==> config.mk <==
export PLATFORM = sky130hd
export DESIGN_NAME = gregorian_day_difference_core
export DESIGN_NICKNAME = d
export VERILOG_FILES = /design/src/gdd_pkg.sv /design/src/gregorian_day_difference_core.sv /design/src/gdd_date_prep.sv /design/src/gdd_alu.sv
export SDC_FILE = /design/constraint.sdc
export NUM_CORES = 1
export LEC_CHECK = 0
export BUFFER_PORTS_ARGS = -buffer_cell sky130_fd_sc_hd__clkbuf_2
export CAP_MARGIN = 20
export CORE_MARGIN = 2
export CORE_UTILIZATION = 40
export DETAILED_ROUTE_END_ITERATION = 10
export PLACE_DENSITY = 0.57
export SYNTH_ARGS = -nofsm -noshare
export SYNTH_HDL_FRONTEND = slang
export SYNTH_HIERARCHICAL = 1
export SYNTH_SLANG_ARGS = --single-unit
export TNS_END_PERCENT = 1
==> constraint.sdc <==
create_clock -name clk -period 14.1 [get_ports clk]
set_input_delay 2.115 -clock clk [delete_from_list [all_inputs] [get_ports clk]]
set_output_delay 2.115 -clock clk [all_outputs]
set_load 0.03 [all_outputs]
==> src/gdd_pkg.sv <==
`timescale 1ns / 1ps
// ----------------------------------------------------------------------------
// gdd_pkg: shared types and constants for the Gregorian day difference core
// Transaction structs, sequencer codes, calendar tables and divider constants.
// ----------------------------------------------------------------------------
package gdd_pkg;

  localparam int unsigned MAX_YEAR     = 9999;
  localparam int unsigned YEAR_W       = 14;
  localparam int unsigned MONTH_W      = 4;
  localparam int unsigned DAY_W        = 5;
  localparam int unsigned COUNT_W      = 23;
  localparam int unsigned DAYS_IN_YEAR = 365;

  // floor(y / 100) == (y * RECIP_100) >> RECIP_SH, exact for y < 43690
  localparam int unsigned RECIP_100    = 5243;
  localparam int unsigned RECIP_SH     = 19;
  localparam int unsigned RECIP_W      = 13;
  localparam int unsigned MULQ_W       = YEAR_W + RECIP_W;
  localparam int unsigned Q_W          = 8;   // (2^14 - 1) / 100 = 163

  localparam int unsigned DBM_W        = 9;
  localparam int unsigned DIY_W        = 9;
  localparam int unsigned LIMIT_W      = 17;

  typedef struct packed {
    logic [YEAR_W-1:0]  year_a;
    logic [MONTH_W-1:0] month_a;
    logic [DAY_W-1:0]   day_a;
    logic [YEAR_W-1:0]  year_b;
    logic [MONTH_W-1:0] month_b;
    logic [DAY_W-1:0]   day_b;
  } in_t;

  typedef struct packed {
    logic signed [COUNT_W-1:0] day_count;
    logic                      first_valid;
    logic                      second_valid;
  } out_t;

  // Checked date, already replaced by 0001-01-01 when illegal
  typedef struct packed {
    logic               valid;
    logic               leap;
    logic [MONTH_W-1:0] month;
    logic [DAY_W-1:0]   day;
    logic [YEAR_W-1:0]  py;    // year - 1
    logic [Q_W-1:0]     qpy;   // (year - 1) / 100
  } prep_t;

  typedef struct packed {
    logic sub;
  } alu_ctl_t;

  typedef enum logic [2:0] {
    ST_IDLE,
    ST_DIV,
    ST_PREP,
    ST_MUL,
    ST_ACC
  } state_t;

  typedef enum logic [2:0] {
    STEP_YEARS,
    STEP_QUAD,
    STEP_CENT,
    STEP_QCENT,
    STEP_MONTH,
    STEP_DAY
  } step_t;

  localparam logic [MONTH_W-1:0] MONTH_JAN = 4'd1;
  localparam logic [MONTH_W-1:0] MONTH_FEB = 4'd2;
  localparam logic [MONTH_W-1:0] MONTH_DEC = 4'd12;

  function automatic logic [DAY_W-1:0] month_len(input logic [MONTH_W-1:0] m);
    logic [DAY_W-1:0] len;
    unique case (m)
      4'd1, 4'd3, 4'd5, 4'd7, 4'd8, 4'd10, 4'd12: len = 5'd31;
      4'd4, 4'd6, 4'd9, 4'd11:                    len = 5'd30;
      4'd2:                                       len = 5'd28;
      default:                                    len = 5'd0;
    endcase
    return len;
  endfunction

  function automatic logic [DBM_W-1:0] days_before(input logic [MONTH_W-1:0] m);
    logic [DBM_W-1:0] n;
    unique case (m)
      4'd1:    n = 9'd0;
      4'd2:    n = 9'd31;
      4'd3:    n = 9'd59;
      4'd4:    n = 9'd90;
      4'd5:    n = 9'd120;
      4'd6:    n = 9'd151;
      4'd7:    n = 9'd181;
      4'd8:    n = 9'd212;
      4'd9:    n = 9'd243;
      4'd10:   n = 9'd273;
      4'd11:   n = 9'd304;
      4'd12:   n = 9'd334;
      default: n = 9'd0;
    endcase
    return n;
  endfunction

endpackage

==> src/gregorian_day_difference_core.sv <==
`timescale 1ns / 1ps
`default_nettype none
// ----------------------------------------------------------------------------
// gregorian_day_difference_core: signed day count between two dates
// The result is registered after the last accumulation step of date B.
// No new transaction is taken while one is in progress; in_ready is high only while idle.
// Each date goes through one shared adder: divide, check, multiply, then six
// accumulation steps. A stalled result holds the last step.
// Reset (rst_n low, synchronous) returns to idle and drops out_valid.
// ----------------------------------------------------------------------------
module gregorian_day_difference_core
  import gdd_pkg::*;
(
  input  logic clk,
  input  logic rst_n,
  input  logic in_valid,
  output logic in_ready,
  input  in_t  in_data,
  output logic out_valid,
  input  logic out_ready,
  output out_t out_data
);

  // Control state
  state_t state_r, state_nxt;
  step_t  step_r,  step_nxt;
  logic   sel_r,   sel_nxt;      // 0: date A, 1: date B
  logic   out_valid_r, out_valid_nxt;

  // Datapath registers
  in_t                in_r,   in_nxt;
  logic [Q_W-1:0]     q_r,    q_nxt;
  prep_t              prep_r, prep_nxt;
  logic               va_r,   va_nxt;
  logic               vb_r,   vb_nxt;
  logic [COUNT_W-1:0] prod_r, prod_nxt;
  logic [COUNT_W-1:0] acc_r,  acc_nxt;
  out_t               out_r,  out_nxt;

  // Current date fields
  logic [YEAR_W-1:0]  yraw;
  logic [MONTH_W-1:0] mraw;
  logic [DAY_W-1:0]   draw;
  logic [MULQ_W-1:0]  mulq;
  prep_t              prep_w;

  // Shared adder
  logic [COUNT_W-1:0] alu_b;
  logic [COUNT_W-1:0] alu_y;
  alu_ctl_t           alu_ctl;
  logic               adv_out;

  assign yraw = sel_r ? in_r.year_b  : in_r.year_a;
  assign mraw = sel_r ? in_r.month_b : in_r.month_a;
  assign draw = sel_r ? in_r.day_b   : in_r.day_a;

  // year / 100 by reciprocal multiply
  assign mulq = MULQ_W'(yraw) * MULQ_W'(RECIP_100);

  gdd_date_prep u_prep (
    .year  (yraw),
    .month (mraw),
    .day   (draw),
    .q100  (q_r),
    .prep  (prep_w)
  );

  // Operand for the current accumulation step
  always_comb begin
    unique case (step_r)
      STEP_YEARS: alu_b = prod_r;
      STEP_QUAD:  alu_b = COUNT_W'(prep_r.py >> 2);
      STEP_CENT:  alu_b = COUNT_W'(prep_r.qpy);
      STEP_QCENT: alu_b = COUNT_W'(prep_r.qpy >> 2);
      STEP_MONTH: alu_b = COUNT_W'(days_before(prep_r.month))
                          + COUNT_W'(prep_r.leap && (prep_r.month > MONTH_FEB));
      STEP_DAY:   alu_b = COUNT_W'(prep_r.day);
      default:    alu_b = '0;
    endcase
  end

  // Date A is subtracted and date B added, so the final sum is B - A.
  assign alu_ctl.sub = (step_r == STEP_CENT) ^ ~sel_r;

  gdd_alu u_alu (
    .a   (acc_r),
    .b   (alu_b),
    .ctl (alu_ctl),
    .y   (alu_y)
  );

  assign adv_out = !out_valid_r || out_ready;

  always_ff @(posedge clk) begin
    if (!rst_n) begin
      state_r     <= ST_IDLE;
      step_r      <= STEP_YEARS;
      sel_r       <= 1'b0;
      out_valid_r <= 1'b0;
    end else begin
      state_r     <= state_nxt;
      step_r      <= step_nxt;
      sel_r       <= sel_nxt;
      out_valid_r <= out_valid_nxt;
    end
  end

  always_ff @(posedge clk) begin
    in_r   <= in_nxt;
    q_r    <= q_nxt;
    prep_r <= prep_nxt;
    va_r   <= va_nxt;
    vb_r   <= vb_nxt;
    prod_r <= prod_nxt;
    acc_r  <= acc_nxt;
    out_r  <= out_nxt;
  end

  always_comb begin
    state_nxt     = state_r;
    step_nxt      = step_r;
    sel_nxt       = sel_r;
    out_valid_nxt = out_valid_r;
    in_nxt        = in_r;
    q_nxt         = q_r;
    prep_nxt      = prep_r;
    va_nxt        = va_r;
    vb_nxt        = vb_r;
    prod_nxt      = prod_r;
    acc_nxt       = acc_r;
    out_nxt       = out_r;
    in_ready      = 1'b0;

    if (out_valid_r && out_ready) begin
      out_valid_nxt = 1'b0;
    end

    unique case (state_r)
      ST_IDLE: begin
        in_ready = 1'b1;
        if (in_valid) begin
          in_nxt    = in_data;
          sel_nxt   = 1'b0;
          acc_nxt   = '0;
          state_nxt = ST_DIV;
        end
      end
      ST_DIV: begin
        q_nxt     = Q_W'(mulq >> RECIP_SH);
        state_nxt = ST_PREP;
      end
      ST_PREP: begin
        prep_nxt = prep_w;
        if (sel_r) begin
          vb_nxt = prep_w.valid;
        end else begin
          va_nxt = prep_w.valid;
        end
        state_nxt = ST_MUL;
      end
      ST_MUL: begin
        prod_nxt  = COUNT_W'(prep_r.py) * COUNT_W'(DAYS_IN_YEAR);
        step_nxt  = STEP_YEARS;
        state_nxt = ST_ACC;
      end
      ST_ACC: begin
        if (step_r != STEP_DAY) begin
          acc_nxt  = alu_y;
          step_nxt = step_t'(step_r + 3'd1);
        end else if (!sel_r) begin
          acc_nxt   = alu_y;
          sel_nxt   = 1'b1;
          state_nxt = ST_DIV;
        end else if (adv_out) begin
          out_nxt.day_count    = alu_y;
          out_nxt.first_valid  = va_r;
          out_nxt.second_valid = vb_r;
          out_valid_nxt        = 1'b1;
          state_nxt            = ST_IDLE;
        end
      end
      default: begin
        state_nxt = ST_IDLE;
      end
    endcase
  end

  assign out_valid = out_valid_r;
  assign out_data  = out_r;

`ifndef SYNTHESIS
  // An accepted transaction always starts with date A's divide step
  a_start_a: assert property (@(posedge clk) disable iff (!rst_n)
    (in_valid && in_ready) |=> (state_r == ST_DIV) && !sel_r)
    else $error("accepted transaction did not start on date A");

  // Finishing date A hands over to date B
  a_a_to_b: assert property (@(posedge clk) disable iff (!rst_n)
    (state_r == ST_ACC && step_r == STEP_DAY && !sel_r) |=> (state_r == ST_DIV) && sel_r)
    else $error("date A did not hand over to date B");

  // Two replaced dates are both 0001-01-01
  a_both_bad: assert property (@(posedge clk) disable iff (!rst_n)
    (out_valid_r && !out_r.first_valid && !out_r.second_valid) |-> (out_r.day_count == '0))
    else $error("nonzero count for two illegal dates");

  // The checked year never exceeds the limit
  a_year_range: assert property (@(posedge clk) disable iff (!rst_n)
    (state_r == ST_MUL) |-> (LIMIT_W'(prep_r.py) < LIMIT_W'(MAX_YEAR)))
    else $error("checked year out of range");
`endif

endmodule
`default_nettype wire

==> src/gdd_date_prep.sv <==
`timescale 1ns / 1ps
`default_nettype none
// ----------------------------------------------------------------------------
// gdd_date_prep: date legality check and year terms
// Uses the registered year / 100 quotient to find leap years, checks the
// date, substitutes 0001-01-01 when illegal and forms (y-1) and (y-1)/100.
// ----------------------------------------------------------------------------
module gdd_date_prep
  import gdd_pkg::*;
(
  input  logic [YEAR_W-1:0]  year,
  input  logic [MONTH_W-1:0] month,
  input  logic [DAY_W-1:0]   day,
  input  logic [Q_W-1:0]     q100,
  output prep_t              prep
);

  logic [YEAR_W-1:0]  back;
  logic               rem0;
  logic               leap_raw;
  logic [DAY_W-1:0]   len;
  logic               year_ok;
  logic               month_ok;
  logic               day_ok;
  logic               ok;

  assign back     = YEAR_W'(q100 * YEAR_W'(100));
  assign rem0     = (back == year);
  // divisible by 4 and not 100, or by 400 (= by 100 with quotient divisible by 4)
  assign leap_raw = rem0 ? (q100[1:0] == 2'd0) : (year[1:0] == 2'd0);
  assign len      = month_len(month) + DAY_W'((month == MONTH_FEB) && leap_raw);

  assign year_ok  = (year != '0) && (LIMIT_W'(year) <= LIMIT_W'(MAX_YEAR));
  assign month_ok = (month >= MONTH_JAN) && (month <= MONTH_DEC);
  assign day_ok   = (day != '0) && (day <= len);
  assign ok       = year_ok && month_ok && day_ok;

  always_comb begin
    prep.valid = ok;
    if (ok) begin
      prep.leap  = leap_raw;
      prep.month = month;
      prep.day   = day;
      prep.py    = year - YEAR_W'(1);
      // (y-1)/100 drops by one only when y itself is a multiple of 100
      prep.qpy   = rem0 ? (q100 - Q_W'(1)) : q100;
    end else begin
      prep.leap  = 1'b0;
      prep.month = MONTH_JAN;
      prep.day   = DAY_W'(1);
      prep.py    = '0;
      prep.qpy   = '0;
    end
  end

endmodule
`default_nettype wire

==> src/gdd_alu.sv <==
`timescale 1ns / 1ps
`default_nettype none
// ----------------------------------------------------------------------------
// gdd_alu: shared add/subtract unit
// One wrapping adder of the count width, reused for every accumulation step.
// ----------------------------------------------------------------------------
module gdd_alu
  import gdd_pkg::*;
(
  input  logic [COUNT_W-1:0] a,
  input  logic [COUNT_W-1:0] b,
  input  alu_ctl_t           ctl,
  output logic [COUNT_W-1:0] y
);

  assign y = ctl.sub ? (a - b) : (a + b);

endmodule
`default_nettype wire

Word-level counts from Yosys, hierarchy flattened
Memory sizes are Yosys's and may differ from the RTL's. A register that Yosys moved wholly into a read port is not among the register bits.
Cells that the tools add are included.
Storage, ports and cells
  register bits: 167
  latch bits: 0
  bits in writable memories: 0
  ROM bits: 224
  output and inout port bits: 27
  memories: 2
Operators by class
  add/subtract/negate cells: 7
  multipliers: 3
  div/mod/pow operators: 0
  magnitude comparators: 5
  eq/ne operators: 17
  shift operators: 0
  mux-type cells: 30
  bitwise operators: 3
  reduce and logical (&&, ||, !) cells: 26
Memories
  (no name shown): words 16, bits a word 9, read ports 1, clocked after memory_dff 1, write ports 0, line gdd_pkg.sv:89  | unique case (m)
  (no name shown): words 16, bits a word 5, read ports 1, clocked after memory_dff 0, write ports 0, line gdd_pkg.sv:78  | unique case (m)
Operator list (number)
  $pmux 23 s6: 1
  $mux 23: 4
  $pmux 23 s2: 1
  $mul 14x13->27 const B: 1
  $add 23x23->23: 1
  $mul 14x9->23 const B: 1
  $sub 23x23->23: 1
  $mux 3: 5
  $pmux 3 s5: 1
  $eq 14x14->1: 1
  $le 14x14->1 const B: 1
  $mux 14: 1
  $reduce_bool 14->1: 1
  $sub 14x1->14 const B: 1
  $eq 3x2->1 const B: 4
  $mul 8x5->12 const B: 1
  $mux 4: 3
  $add 9x1->10: 1
  $eq 3x3->1 const B: 3
  $mux 1: 9
  $mux 9: 1
  $ne 3x3->1 const B: 3
  $reduce_and 3->1: 3
  $logic_and 1x1->1: 8
  other kinds (24): 34

Logic depth before layout (Yosys ltp)
  depth after elaboration: 10
  depth in mapped cells: 29
  depth with buffers taken out: 28

Cells and area by module
The synthesis kept the hierarchy.
By module, submodules not included
  gregorian_day_difference_core: instances 1, cells an instance 1011, area each 12440.7 µm², seq. area each 5114.9 µm²
  gdd_date_prep: instances 1, cells an instance 234, area each 1891.8 µm², seq. area each 0.0 µm²
  gdd_alu: instances 1, cells an instance 241, area each 1660.3 µm², seq. area each 0.0 µm²

Worst setup path after synthesis
Ideal clock, no wire load.
  path kind: reg2reg
  from: register q_r[3]
  to: register (tool-made name)
  library setup time: 141 ps
  data arrival time: 5736 ps
  required time: 13959 ps
  slack: 8222 ps
  stages on the path, launching flop included: 28
  buffers on the path: 1
  cell sequence: edfxtp_1 -> inv_1 -> ha_1 -> ha_1 -> fa_1 -> ha_1 -> o21ai_0 -> a21oi_1 -> o41ai_2 -> nor2_1 -> nor4_4 -> a21oi_1 -> ha_1 -> ha_1 -> inv_1 -> ha_1 -> ha_1 -> nand4_1 -> mux2i_1 -> a21oi_1 -> or3_4 -> inv_6 -> buf_6 -> and2_1 -> mux2i_2 -> ha_1 -> nand2_1 -> o21ai_0
RTL lines
  from (decl): line gregorian_day_difference_core.sv:32  | logic [Q_W-1:0] q_r, q_nxt;
  from (signal assigned): line gregorian_day_difference_core.sv:110  | q_r <= q_nxt;

==> run_summary.xml <==
<?xml version="1.0" encoding="UTF-8"?>
<metrics>
  <group name="setup_path">
    <metric name="critical-path-max-stage-delay" unit="ns">0.58</metric>
    <metric name="cp.arrival" unit="ns">7.19</metric>
    <metric name="critical-path-top-delay-family" unit="">adder cells</metric>
    <metric name="worstPathRequired" unit="ns">14.44</metric>
    <metric name="startpoint_of_the_most_critical_register_to_register_path" unit="">q_r[3]</metric>
    <metric name="critical_path.max_fanout" unit="">22</metric>
    <metric name="crit_type" unit="">flop to flop</metric>
    <metric name="crit_path_top_delay_cell" unit="">sky130_fd_sc_hd__o41ai_2</metric>
    <metric name="critical_path_end_type" unit="">flop</metric>
    <metric name="timing_startpoint_of_the_critical_path" unit="">q_r[3]</metric>
    <metric name="worstPathBufferInverterCount" unit="">3</metric>
    <metric name="worst_setup_path_start_kind" unit="">flop</metric>
    <metric name="worst_path_most_repeated_cell" unit="">sky130_fd_sc_hd__ha_1</metric>
  </group>
  <group name="global_routing">
    <metric name="grt_antenna_before_repair" unit="">0</metric>
    <metric name="grt_overflow_total" unit="">0</metric>
    <metric name="vias_in_the_first_global_route" unit="">11209</metric>
    <metric name="grt_use_total" unit="%">17.9</metric>
    <metric name="grt_first_pass_wirelength" unit="um">58100</metric>
    <metric name="grt_start_max_net_pins" unit="">47</metric>
  </group>
  <group name="die">
    <metric name="design.die.area" unit="um2">41600</metric>
    <metric name="io_pins" unit="">77</metric>
    <metric name="initial_core_utilization" unit="%">40.3</metric>
    <metric name="design.core.area" unit="um2">39600</metric>
    <metric name="dieWidth" unit="um">204</metric>
    <metric name="fp-row-count" unit="">73</metric>
    <metric name="floorplan.die.height" unit="um">204</metric>
  </group>
  <group name="timing">
    <metric name="rsz0062_at_grt" unit="">no</metric>
    <metric name="final.period_utilization" unit="%">48.6</metric>
    <metric name="timing_worst_slew_pin_value" unit="ns">0.973</metric>
    <metric name="final.min_clock_period" unit="ns">6.85</metric>
    <metric name="setup_viol" unit="">0</metric>
    <metric name="finalHoldViolations" unit="">0</metric>
    <metric name="report.final.slew_viol_count" unit="">0</metric>
    <metric name="fin_setup_tns" unit="ns">0</metric>
    <metric name="final.hold.worst_slack" unit="ns">0.435</metric>
    <metric name="maxSlewHeadroom" unit="%">34.8</metric>
    <metric name="clock-skew-final" unit="ns">0.0196</metric>
    <metric name="achievable-frequency" unit="MHz">146</metric>
  </group>
  <group name="worst_hold_path">
    <metric name="timing.hold.worst.start" unit="">va_r</metric>
    <metric name="hold_path_class" unit="">flop to flop</metric>
  </group>
  <group name="clocking">
    <metric name="clock_sink_count" unit="">176</metric>
    <metric name="worstSkewPairLatency" unit="ns">0.48</metric>
    <metric name="post-cts-setup-buffer-count" unit="">0</metric>
    <metric name="tritoncts" unit="">yes</metric>
    <metric name="tritoncts.num_buffers" unit="">17</metric>
    <metric name="cts_hold_repair.buffers" unit="">0</metric>
    <metric name="cts_htree_levels" unit="">4</metric>
    <metric name="cts.reportedPaths.clkPinSlew" unit="ns">0.08</metric>
    <metric name="post_cts.resized_instances" unit="">0</metric>
    <metric name="cts_max_path_buffers" unit="">2</metric>
    <metric name="cts.root.buffer_cell" unit="">sky130_fd_sc_hd__clkbuf_16</metric>
  </group>
  <group name="layout">
    <metric name="fillcell_total" unit="">3749</metric>
    <metric name="drive_gt1_share" unit="%">11.0</metric>
    <metric name="fin_area" unit="um2">17600</metric>
    <metric name="area_delta_synth_final" unit="%">10.1</metric>
    <metric name="most_common_cell_after_layout_fill_and_taps_aside" unit="">sky130_fd_sc_hd__ha_1</metric>
    <metric name="finalNetCount" unit="">1956</metric>
    <metric name="diodes" unit="">0</metric>
    <metric name="final_cell_mix" unit="">sky130_fd_sc_hd__ha_1 (228), sky130_fd_sc_hd__inv_1 (214), sky130_fd_sc_hd__edfxtp_1 (159), sky130_fd_sc_hd__fa_1 (112), sky130_fd_sc_hd__a21oi_1 (81)</metric>
    <metric name="fin_util" unit="%">44.4</metric>
  </group>
  <group name="power_and_ir_drop">
    <metric name="powerDensity" unit="nW/um2">190</metric>
    <metric name="power.static_leakage" unit="nW">7.68</metric>
    <metric name="ir_drop" unit="mV">0.139</metric>
  </group>
  <group name="route">
    <metric name="drcViolationCount" unit="">0</metric>
    <metric name="drt-pass1-iter-count" unit="">5</metric>
    <metric name="initialDrtViolationCount" unit="">580</metric>
    <metric name="drt-vias-per-instance" unit="">5.20</metric>
    <metric name="drtAntennaViolNets" unit="">0</metric>
    <metric name="routed_wirelength" unit="um">35100</metric>
    <metric name="wl_per_cell" unit="um">16.7</metric>
    <metric name="via_count" unit="">10934</metric>
  </group>
  <group name="placement">
    <metric name="numPortBuffers" unit="">76</metric>
    <metric name="place_area" unit="um2">17000</metric>
    <metric name="dpl.hpwl" unit="um">28000</metric>
    <metric name="gp_routability_congestion" unit="">0.850</metric>
  </group>
  <group name="synthesis">
    <metric name="synth_flop_cell" unit="">sky130_fd_sc_hd__edfxtp_1</metric>
    <metric name="yosysTopAreaCell" unit="">sky130_fd_sc_hd__edfxtp_1</metric>
    <metric name="yosysSeqAreaShare" unit="%">32.0</metric>
    <metric name="synth_top_area_share" unit="%">29.9</metric>
    <metric name="post_synth_instance_area" unit="um2">16000</metric>
    <metric name="synthesis.area_per_instance" unit="um2">10.8</metric>
    <metric name="postSynthNetCount" unit="">1876</metric>
    <metric name="netlist-cell-type-count" unit="">84</metric>
    <metric name="edff_count_synth" unit="">159</metric>
    <metric name="syn_inst" unit="">1486</metric>
    <metric name="ys_warn_count" unit="">6</metric>
    <metric name="netlist_top_cells_area" unit="">sky130_fd_sc_hd__edfxtp_1 (30%), sky130_fd_sc_hd__ha_1 (18%), sky130_fd_sc_hd__fa_1 (14%)</metric>
    <metric name="fraction_of_registers_with_async_set_or_reset_after_synthesis" unit="%">0</metric>
    <metric name="seq_cells_post_synth" unit="">176</metric>
  </group>
  <group name="outcome">
    <metric name="run_status" unit="">finished clean</metric>
  </group>
  <group name="flow_run">
    <metric name="max_cap_violations" unit="">0</metric>
  </group>
</metrics>
registers in the layout (all words and copies together) (netlist names), 3 cells and up, named ones only:
name / cells
in_r: 46
prep_r: 32
out_data: 25
acc_r: 23
prod_r: 23
q_r: 8
state_r: 3
step_r: 3
layout make-up:
| type | count | area, um2 | share of cell area [%] |
|---|---|---|---|
| multi-input cells | 1069 | 9940 | 56.5 |
| flip-flops and latches | 176 | 5120 | 29.1 |
| inverters | 217 | 820 | 4.66 |
| well taps | 525 | 657 | 3.73 |
| repair buffers | 85 | 488 | 2.77 |
| clock buffers | 18 | 429 | 2.44 |
| clock inverters | 14 | 146 | 0.832 |
worst reg2reg max path: cells and delay by family, from the launching register on:
family | cells | cell delay, ns
flip-flops | 1 | 0.48
AO/OA/AOI/OAI | 6 | 1.24
buffers and inverters | 3 | 0.33
adder cells (fa/ha/maj) | 9 | 2.74
multiplexers | 2 | 0.54
AND/OR/NAND/NOR | 6 | 1.40
power breakdown:
part	internal, mW	switching (mW)	total [mW]
clock	0.250	0.234	0.484
combinational	0.886	1.28	2.17
sequential	0.668	0.0310	0.699
kinds of logic after synthesis:
group                    synth area share (%)
flip-flops                               32.0
XOR/XNOR                                 5.41
buffers and inverters                    5.96
AND/OR/NAND/NOR                          11.2
adder cells (fa/ha/maj)                  31.9
multiplexers                             3.09
AO/OA/AOI/OAI                            10.5
stage by stage:
stage / power [mW] / setup WS [ns] / instances
2_1_floorplan: 2.37 / 8.22 / 1486
3_3_place_gp: 2.82 / 7.52 / 2068
3_5_place_dp: 2.86 / 7.28 / 2069
4_1_cts: 3.37 / 7.23 / 2101
5_1_grt: 3.69 / 6.71 / 2104
6_report: 3.35 / 7.25 / 2104
per-layer routing:
layer  vias to the layer above  GRT usage [%]  wire length (um)
li1                       5361              -                 -
met5                         -              0                 0
met3                        49           3.05              1530
met2                       253           29.7             16500
met1                      5271           23.7             16300
met4                         0           6.06               803
worst paths after layout:
path                 endpoint  slack, ns  depth (start not counted)
setup reg to reg         flop       7.25                         26
setup / recovery         flop       7.25                         26
hold / removal    out_data[1]       0.44                          0
hold reg to reg   out_data[1]       0.44                          0
synth_stat cells, drive strengths merged (13+ instances only):
cell	instances
nor4	13
nor3	25
edfxtp	159
ha	228
fa	112
xor2	27
o211ai	15
o21ai	42
clkbuf	15
a31oi	13
and2	45
nor2b	15
mux2i	22
a21oi	83
a21o	19
nand2	76
o21a	13
inv	217
xnor2	71
nor2	78
nand3	23
mux2	24
dfxtp	17
No activity file was read; power rests on OpenSTA's default activity.
